**src/rtl/core/mau_pkg.sv**
```systemverilog
package mau_pkg;

  localparam int OpW = 4;

  localparam logic [OpW-1:0] OP_MONT_RED  = 4'd0;
  localparam logic [OpW-1:0] OP_TO_MONT   = 4'd1;
  localparam logic [OpW-1:0] OP_FROM_MONT = 4'd2;
  localparam logic [OpW-1:0] OP_REDUCE    = 4'd3;
  localparam logic [OpW-1:0] OP_COND_ADD  = 4'd4;
  localparam logic [OpW-1:0] OP_COND_SUB  = 4'd5;
  localparam logic [OpW-1:0] OP_FREEZE    = 4'd6;
  localparam logic [OpW-1:0] OP_ADD       = 4'd7;
  localparam logic [OpW-1:0] OP_SUB       = 4'd8;

  localparam logic [1:0] REG_MODULUS     = 2'd0;
  localparam logic [1:0] REG_NEG_INVERSE = 2'd1;
  localparam logic [1:0] REG_R_SQUARED   = 2'd2;

  // remainder path: abs stage, one stage per dividend bit, sign fix stage
  localparam int DvdW     = 64;
  localparam int RemLat   = DvdW + 2;
  localparam int MontLat  = 5;
  localparam int AlignLen = RemLat - MontLat;

  typedef struct packed {
    logic [OpW-1:0] op;
    logic [63:0]    a;
    logic [31:0]    b;
  } item_t;

  typedef struct packed {
    logic [30:0] modulus;
    logic [31:0] neg_inverse;
    logic [30:0] r_squared;
  } cfg_t;

  typedef struct packed {
    logic        valid;
    logic        is_rem;
    logic [31:0] res;
  } mres_t;

endpackage

```
**src/rtl/core/mau_align.sv**
```systemverilog
module mau_align (
  input  logic           clk,
  input  logic           rst_n,
  input  logic           en,
  input  mau_pkg::mres_t in_res,
  output mau_pkg::mres_t out_res
);

  localparam int L = mau_pkg::AlignLen;

  mau_pkg::mres_t dly_r [L];

  // hold the short-path result until the remainder path catches up
  always_ff @(posedge clk) begin
    if (!rst_n) begin
      for (int i = 0; i < L; i++) dly_r[i].valid <= 1'b0;
    end else if (en) begin
      dly_r[0] <= in_res;
      for (int i = 1; i < L; i++) dly_r[i] <= dly_r[i-1];
    end
  end

  assign out_res = dly_r[L-1];

endmodule

```
**config.mk**
```make
export PLATFORM = sky130hd
export DESIGN_NAME = mau_align
export DESIGN_NICKNAME = d
export VERILOG_FILES = /design/src/rtl/core/mau_pkg.sv /design/src/rtl/core/mau_align.sv
export SDC_FILE = /design/constraint.sdc
export NUM_CORES = 1
export LEC_CHECK = 0
export ABC_AREA = 0
export ABC_CLOCK_PERIOD_IN_PS = 141200
export BUFFER_PORTS_ARGS = -buffer_cell sky130_fd_sc_hd__buf_2
export CORE_MARGIN = 3
export CORE_UTILIZATION = 57
export CTS_CLUSTER_DIAMETER = 120
export CTS_CLUSTER_SIZE = 10
export DETAILED_ROUTE_END_ITERATION = 8
export PLACE_DENSITY_LB_ADDON = 0.05
export RECOVER_POWER = 100
export SLEW_MARGIN = 20
export SYNTH_ARGS = -nofsm -noshare
export SYNTH_HDL_FRONTEND = slang
export SYNTH_SLANG_ARGS = --single-unit
```
**constraint.sdc**
```tcl
create_clock -name clk -period 141.2 [get_ports clk]
set_input_delay 28.24 -clock clk [delete_from_list [all_inputs] [get_ports clk]]
set_output_delay 28.24 -clock clk [all_outputs]
set_load 0.01 [all_outputs]
```
==> results of run 1 <==
## final timing paths
path | slack [ns] | startpoint | end
max reg2reg | 140.41 | dly_r[29][33] | dly_r[29][67]
max | 92.09 | rst_n | dly_r[12][28]
min reg2reg | 0.40 | dly_r[16][13] | dly_r[16][47]
min | 0.40 | dly_r[16][13] | dly_r[16][47]
## final cells by class
type                            count  area (µm²)
Clock buffer                      254        5888
Clock inverter                      5       51.30
Fill cell                        6909       38230
Multi-Input combinational cell     96       724.4
Sequential cell                  2074       61950
Tap cell                         1414        1769
Timing Repair Buffer               94       394.1
## cell families (layout without fill, tap and decap cells)
kind of cell           count (synthesis)  count (layout)
and+or+nand+nor                       63              63
DFF                                 2074            2074
muxes                                 33              33
buffers and inverters                 10             353
## cells in the mapped netlist (all sizes together)
cell type	n	area [µm²]
edfxtp	2041	61290
buf	6	81.33
dfxtp	33	660.6
and2	28	175.2
nor2b	33	206.5
and3	1	6.260
mux2i	33	330.3
nand2b	1	6.260
clkbuf	4	15.01
## routing by layer
| layer | track usage | routed length (µm) | vias to the layer above |
|---|---|---|---|
| li1 | - | - | 9352 |
| met1 | 0.1713 | 29760 | 10180 |
| met2 | 0.1519 | 27180 | 335 |
| met3 | 0.03344 | 2991 | 183 |
| met4 | 0.05388 | 1995 | 0 |
| met5 | 0 | 0 | - |
## placed cells by master, fill, tap and decap left out
cell,instances
mux2i_1,33
inv_6,3
and2_0,21
dfxtp_1,33
clkinv_4,1
nor2b_1,33
clkinv_8,1
edfxtp_1,2041
buf_2,33
clkbuf_16,232
nand2b_1,1
and2_1,7
clkbuf_1,83
and3_1,1
## where the power goes
| group | switching, mW | internal (mW) |
|---|---|---|
| Clock | 0.197 | 0.287 |
| Combinational | 0.0114 | 0.00111 |
| Sequential | 0.00537 | 0.706 |
| Total | 0.214 | 0.994 |
==> results.md, run 1 <==
- Status: finished, violations left
- Violated checks: max-capacitance violations, max-slew violations
- Antenna Violating Nets Remaining: 0
- Pre-CTS WS: 107.11 ns
- CTS sink cnt: 2074
- Critical path cell sequence: clkbuf_1 > and2_0 > clkbuf_1 > clkbuf_1 > clkbuf_1 > clkbuf_1 > clkbuf_1
- Reg with most FFs: dly_r
- DRT iter0 DRCs: 1641
- Total wire length: 61930 µm
- Worst Setup End Kind: flip-flop
- Total setup buffers inserted after CTS: 0
- Mapped Cells: 2180
- Delay-heaviest family, CP: buffers and inverters
- Power Total: 1.208 mW
- VDD IR max: 0.00001226 V
- Sequential share of the synthesized area: 0.9869
- CP Buf/Inv Count: 6
- Post-Synth Adder-Cell Area: 0
- Input/output buffers: 70
- Initial Util: 0.5758
- Mapped Area: 0.06277 mm²
- DRC Markers: 0
- Placed cell area: 0.06498 mm²
- Worst path required time: 141.45 ns
- Post-Synth Simple-Gate Area: 0.006279
- Worst Hold Class: reg -> reg
- Cell area power density: 17.06 mW/mm²
- Vias in the first global route: 20300
- Hold depth: 0
- Hpwl dp: 25350 µm
- FF-to-FF path depth: 1
- Kind of critical path: in -> reg
- Compound-Gate Fraction of Synth Area: 0
- Max-slew headroom: -5.350
- Max reg flops: 2074
- Min Tclk post-route: 49.11 ns
- Layout cell share with drive strength beyond 1: 0.1070
- Yosys reg bits: 2074
- Pins over their slew limit: 2066
- Top cell by count, worst path: clkbuf_1
- Slew at the pin closest to its max-slew limit: 9.524 ns
- Final setup margin: 92.09 ns
- Boundary Pins: 71
- Yosys warning total: 0
- Sum Neg Setup Slack: 0 ns
- Startpoint type of the worst setup path: primary input
- Mean Syn Cell Area: 28.79 µm²
- Core Rows: 121
- Routability congestion estimate: 0.6409
- Max cap viols: 25
- WHS: 0.4018 ns
- Diodes inserted: 0
- Synth Net Count: 2217
- Wirelength per Cell: 15.73 µm
- CTS max path bufs: 3
- Vias per cell: 5.092
- Total CTS buffers: 225
- Finished Layout Cells: 3937
- Clock Pin Slew Worst Setup and Hold Paths: 0.05 ns
- Fmax: 20.36 MHz
- Final clock skew: 0.01898 ns
- First-pass detailed-route iteration total: 5
- Peak per-stage delay on the critical path: 5.47 ns
- Post-CTS sizing: 0
- Initial antenna violation count: 0
- GR Util All Layers: 0.1126
- Post-route cell area: 0.07078 mm²
- Root Driver: clkbuf_16
- CP Data Arrival Time: 49.36 ns
- GRT overflow: 0
- Count of different cell masters after synthesis: 11
- Hold Buf Count CTS: 0
- CP max-delay cell: clkbuf_1
- Tcrit/Tclk final: 0.3478
- Top flop regs: dly_r x2074
- Unrepaired setup endpoints after global routing: false
- Critical Path Stages: 7
- Die height: 337.9 µm
- Leak pwr: 22.86 nW
- Largest family of logic cells by synthesized area: simple AND/OR/NAND/NOR gates
- Xor and xnor area share after synthesis: 0
- Dpl cells: 3675
- Final nets: 2528
- Die Wd: 337.9 µm
- CTS H-tree depth: 4
- Fin util: 0.6493
- First-pass GRT wire length: 104100 µm
- Vias: 20050
- Mux contribution to synthesized area: 0.005262
- Final Hold Violating Endpoints: 0
- Final setup vio count: 0
- Area grow syn2layout: 12.76%
- Clock latency on the worst-skew pair: 0.75 ns
- CP Max Fanout: 156
- CTS tree: done
- Core footprint: 0.1090 mm²
- Die footprint: 0.1141 mm²
- Largest net degree at the start of global routing: 211
Note: power is estimated with default switching activity, not from simulation.
==> run 2: changes to the inputs <==
Settings changed: ABC_CLOCK_PERIOD_IN_PS 141200 to 41200, CORE_UTILIZATION 57 to 55.
Clock period 141.2 ns to 41.2 ns, I/O delays scaled along.
==> run 2 against run 1 <==
Against the previous run:
- the run still ends with max-capacitance violations, max-slew violations left
- register-to-register slack got worse by 100 ns
- critical path depth is 1 lower
- design area is 0.24% higher
- non-clock buffer count fell by 4
- first-iteration DRC count increased by 4.6%
- utilization down 2.0 points
- sequential cell count did not move
- combinational power increased to 3.4 times the previous value
- global-route usage shrank 0.53 points
- via count is 0.54% higher
- power grew to 3.4 times the previous value
- clock-buffer cell count is 5 lower
- highest routed layer is now met5
==> results.md, run 2 (synthesis results as in run 1) <==
- Filler cells: 7364
- Clock share of power: 0.403
- Max reg flops: 2074
- Top flop regs: dly_r x2074
- Worst Setup End Kind: flip-flop
- Cell area power density: 58.53 mW/mm²
- Sw frac: 0.1823
- Clock Pin Slew Worst Setup and Hold Paths: 0.05 ns
- CTS max path bufs: 3
- Largest net degree at the start of global routing: 206
- Vias per cell: 5.009
- Unrepaired setup endpoints after global routing: false
- Area grow syn2layout: 13.02%
- Hold Startpoint: dly_r[5][7]
- GRT overflow: 0
- Root Driver: clkbuf_16
- CTS tree: done
- Final setup vio count: 0
- Wirelength per Cell: 15.49 µm
- Die height: 343.8 µm
- Startpoint type of the worst setup path: primary input
- Layout cell share with drive strength beyond 1: 0.1101
- Initial Util: 0.5564
- First-pass detailed-route iteration total: 4
- Hpwl dp: 25520 µm
- RR Endpoint: dly_r[28][33]
- Pins over their slew limit: 1801
- Post-CTS sizing: 0
- Min Tclk post-route: 24.65 ns
- Max cap viols: 18
- Hold depth: 0
- VDD IR max: 0.00003759 V
- DRT iter0 DRCs: 1716
- First-pass GRT wire length: 103000 µm
- CP Data Arrival Time: 24.90 ns
- Core Rows: 123
- Final clock skew: 0.01966 ns
- Sw power: 0.7570 mW
- Input/output buffers: 70
- Diodes inserted: 0
- Dpl cells: 3759
- Fmax: 40.57 MHz
- Tcrit/Tclk final: 0.5983
- Die Wd: 343.8 µm
- Boundary Pins: 71
- Status: finished, violations left
- Core footprint: 0.1128 mm²
- Slew at the pin closest to its max-slew limit: 9.960 ns
- Final Hold Violating Endpoints: 0
- Worst R2R Setup Slack: 40.42 ns
- Sum Neg Setup Slack: 0 ns
- CTS sink cnt: 2074
- Finished Layout Cells: 4024
- Vias: 20160
- Internal power: 3.396 mW
- CP Max Fanout: 92
- Sequential share of power: 0.587
- Die footprint: 0.1182 mm²
- FF-to-FF path depth: 1
- Kind of critical path: in -> reg
- Worst path required time: 41.45 ns
- Total wire length: 62340 µm
- Max-slew headroom: -5.640
- Antenna Violating Nets Remaining: 0
- Initial antenna violation count: 1
- Routability congestion estimate: 0.6643
- Reg with most FFs: dly_r
- Comb power frac: 0.010
- GR Util All Layers: 0.1073
- Critical R2R Launch: dly_r[27][67]
- WHS Endpoint: dly_r[5][41]
- DRC Markers: 0
- Total CTS buffers: 225
- Clock latency on the worst-skew pair: 0.77 ns
- Most common cell after layout, fill and taps aside: edfxtp_1
- Violated checks: max-capacitance violations, max-slew violations
- Leak pwr: 22.89 nW
- Total setup buffers inserted after CTS: 0
- CTS H-tree depth: 4
- Vias in the first global route: 20030
- Worst Hold Class: reg -> reg
- Commonest cells after routing, fill and taps aside: 2041 x edfxtp_1, 226 x clkbuf_16, 76 x clkbuf_1, 34 x buf_2
- Final nets: 2524
- Hold Buf Count CTS: 0
-- run 2: cell type report --
class	count	area (µm²)	share of cell area
well taps	1500	1877	0.02645
flip-flops and latches	2074	61950	0.8732
multi-input cells	96	724.4	0.01021
clock inverters	15	254.0	0.003580
repair buffers	90	399.1	0.005626
clock buffers	249	5742	0.08093
-- run 2: power groups by stage --
stage / logic (mW) / registers (mW) / clock network [mW]
global route: 0.0485 / 2.45 / 1.82
global placement: 0.0432 / 2.46 / 0
floorplan: 0.0313 / 2.55 / 0
CTS: 0.0460 / 2.43 / 1.74
detailed placement: 0.0463 / 2.47 / 0
finish: 0.0429 / 2.44 / 1.67
-- run 2: per-stage QoR --
stage	instance area, µm²	total power, mW	setup WS (ns)	util	hold slack (ns)
6_report	70950	4.153	16.55	0.6289	0.3999
5_1_grt	70950	4.318	14.28	0.6289	0.4095
4_1_cts	71080	4.214	27.96	0.6301	0.3947
3_5_place_dp	65080	2.514	27.06	0.5769	0.4045
3_3_place_gp	65080	2.507	27.39	0.5769	0.4003
2_1_floorplan	62770	2.584	7.706	-	0.4003
-- run 2: per-layer routing --
layer	global-route usage	share of wire	vias to the layer above
li1	-	-	9342
met1	0.1633	0.48	10300
met2	0.1432	0.44	332
met3	0.03352	0.050	180
met4	0.05057	0.032	2
met5	0	0.00021	-
-- run 2: worst max-delay path by stage --
| stage | start | end | depth (start not counted) |
|---|---|---|---|
| after floorplan | en | dly_r[0][0] | 3 |
| after global placement | en | dly_r[29][3] | 6 |
| after detailed placement | en | dly_r[22][49] | 6 |
| after CTS | en | dly_r[24][54] | 6 |
| after global routing | rst_n | dly_r[24][15] | 6 |
| final | rst_n | dly_r[30][28] | 6 |
-- run 2: critical path, stage by stage --
cell and delay, ns:
clkbuf_1 1.27, and2_0 3.12, clkbuf_1 2.67, clkbuf_1 2.88, clkbuf_1 3.08, clkbuf_1 3.32
==> run 3: changes to the inputs <==
Settings changed: ABC_CLOCK_PERIOD_IN_PS 41200 to 25500, CORE_UTILIZATION 55 to 57.
Clock period 41.2 ns to 25.5 ns, I/O delays scaled along.
==> run 3 against run 2 <==
Against the previous run:
- the flow still finishes with violations (max-capacitance violations, max-slew violations)
- design area is 0.18% lower
- routed wire length is 1.4% lower
- clock-buffer cell count is 11 lower
- combinational power is 66% higher
- sequential share of layout area is 0.15 points higher
- clock skew is 0.00072 ns higher
- critical path depth is 2 higher
- clock power is 60% higher
- critical endpoint is now dly_r[0][54]
- highest routed layer is now met4
- largest power group unchanged
- non-clock buffer count is 1 higher
- power is 61% higher
==> results.md, run 3 (synthesis results as in run 1) <==
- Status: finished, violations left
- Violated checks: max-capacitance violations, max-slew violations
- GRT overflow: 0
- FF-to-FF path depth: 1
- DR WL met2: 27270 µm
- Met3 WL: 3067 µm
- Final Hold Violating Endpoints: 0
- Clock Pin Slew Worst Setup and Hold Paths: 0.05 ns
- Initial Util: 0.5758
- Final clock skew: 0.02038 ns
- Final nets: 2525
- Worst Setup End Kind: flip-flop
- Top Metal Used: met4
- Fmax: 60.78 MHz
- DRT iter0 DRCs: 1690
- Leak pwr: 22.90 nW
- WHS Endpoint: dly_r[15][44]
- Core footprint: 0.1090 mm²
- Die footprint: 0.1141 mm²
- Dpl cells: 3674
- Wirelength per Cell: 15.66 µm
- Total setup buffers inserted after CTS: 0
- Max cap viols: 12
- Finished Layout Cells: 3926
- Largest net degree at the start of global routing: 233
- Antenna Violating Nets Remaining: 0
- Max reg flops: 2074
- VDD IR max: 0.00006252 V
- CTS sink cnt: 2074
- Input/output buffers: 70
- RR Endpoint: dly_r[25][67]
- CP Data Arrival Time: 16.82 ns
- Reg with most FFs: dly_r
- Unrepaired setup endpoints after global routing: false
- Vias: 19990
- Vias per cell: 5.092
- Clock latency on the worst-skew pair: 0.76 ns
- Pins over their slew limit: 930
- Worst Hold Class: reg -> reg
- Die height: 337.9 µm
- First-pass detailed-route iteration total: 4
- Vias in the first global route: 20260
- Max-slew headroom: -2.123
- Root Driver: clkbuf_16
- Critical R2R Launch: dly_r[25][33]
- CTS H-tree depth: 4
- Boundary Pins: 71
- Min Tclk post-route: 16.45 ns
- CP Max Fanout: 191
- Cell area power density: 94.13 mW/mm²
- Initial antenna violation count: 0
- Hpwl dp: 25220 µm
- Diodes inserted: 0
- Hold Startpoint: dly_r[15][10]
- Worst R2R Setup Slack: 24.71 ns
- Total wire length: 61500 µm
- Final setup vio count: 0
- CTS tree: done
- DRC Markers: 0
- Hold depth: 0
- Commonest cells after routing, fill and taps aside: 2041 x edfxtp_1, 228 x clkbuf_16, 56 x clkbuf_1, 34 x buf_2
- CTS max path bufs: 3
- First-pass GRT wire length: 102900 µm
- Slew at the pin closest to its max-slew limit: 4.684 ns
- GR Util All Layers: 0.1105
- Die Wd: 337.9 µm
- Kind of critical path: in -> reg
- Area grow syn2layout: 12.82%
- Hold Buf Count CTS: 0
- Core Rows: 121
- Wire length on met1: 29510 µm
- Total CTS buffers: 225
- Routability congestion estimate: 0.6511
- Post-CTS sizing: 0
- Layout cell share with drive strength beyond 1: 0.1139
- Startpoint type of the worst setup path: primary input
- Most common cell after layout, fill and taps aside: edfxtp_1
- Top flop regs: dly_r x2074
- Worst path required time: 25.87 ns
- Sum Neg Setup Slack: 0 ns
- Tcrit/Tclk final: 0.6452
==> run 3: changes by cell type in the layout (fill, tap and decap cells not counted), sizes merged <==
| cell | before | now |
|---|---|---|
| buf | 37 | 45 |
| clkbuf | 302 | 284 |
| clkinv | 8 | 6 |
==> run 3: report_power, final <==
group	leakage, nW	switching [mW]	total (mW)	internal [mW]
Combinational	0.547	0.0632	0.0712	0.00798
Sequential	19.5	0.0294	3.92	3.89
Clock	2.89	1.10	2.67	1.57
Total	22.9	1.20	6.67	5.47
==> run 3: layout make-up <==
class | count | area, µm²
clock buffer | 238 | 5743
multi-input combinational | 96 | 724.4
clock inverter | 13 | 151.4
fill | 6878 | 38180
tap | 1414 | 1769
timing repair buffer | 91 | 483.0
sequential | 2074 | 61950
==> run 3: per-stage QoR <==
step | setup slack, ns | util | area (µm²) | total power [mW] | hold WS [ns]
after global placement | 14.27 | 0.5962 | 64980 | 4.051 | 0.4002
after CTS | 14.84 | 0.6502 | 70880 | 6.780 | 0.4062
after detailed placement | 13.97 | 0.5962 | 64980 | 4.061 | 0.4045
after global routing | 7.419 | 0.6497 | 70820 | 6.936 | 0.3999
final | 9.046 | 0.6497 | 70820 | 6.666 | 0.3993
after floorplan | 5.783 | - | 62770 | 4.104 | 0.4003
==> run 3: worst max-delay path by stage <==
stage / endpoint / from / slack (ns)
floorplan: dly_r[0][0] / en / 5.78
global placement: dly_r[0][62] / en / 14.27
detailed placement: dly_r[0][32] / en / 13.97
CTS: dly_r[0][32] / en / 14.84
global route: dly_r[1][66] / rst_n / 7.42
finish: dly_r[0][54] / rst_n / 9.05
==> run 3: per-layer routing <==
layer,vias up,track usage
li1,9339,-
met1,10170,0.1665
met2,332,0.1511
met3,152,0.03424
met4,0,0.04999
met5,-,0
==> run 3: worst max-delay path: stages <==
cell,delay [ns]
clkbuf_1,1.28
and2_0,2.47
clkbuf_1,2.43
buf_12,0.54
clkbuf_1,2.69
buf_12,0.39
buf_16,0.51
buf_4,0.87
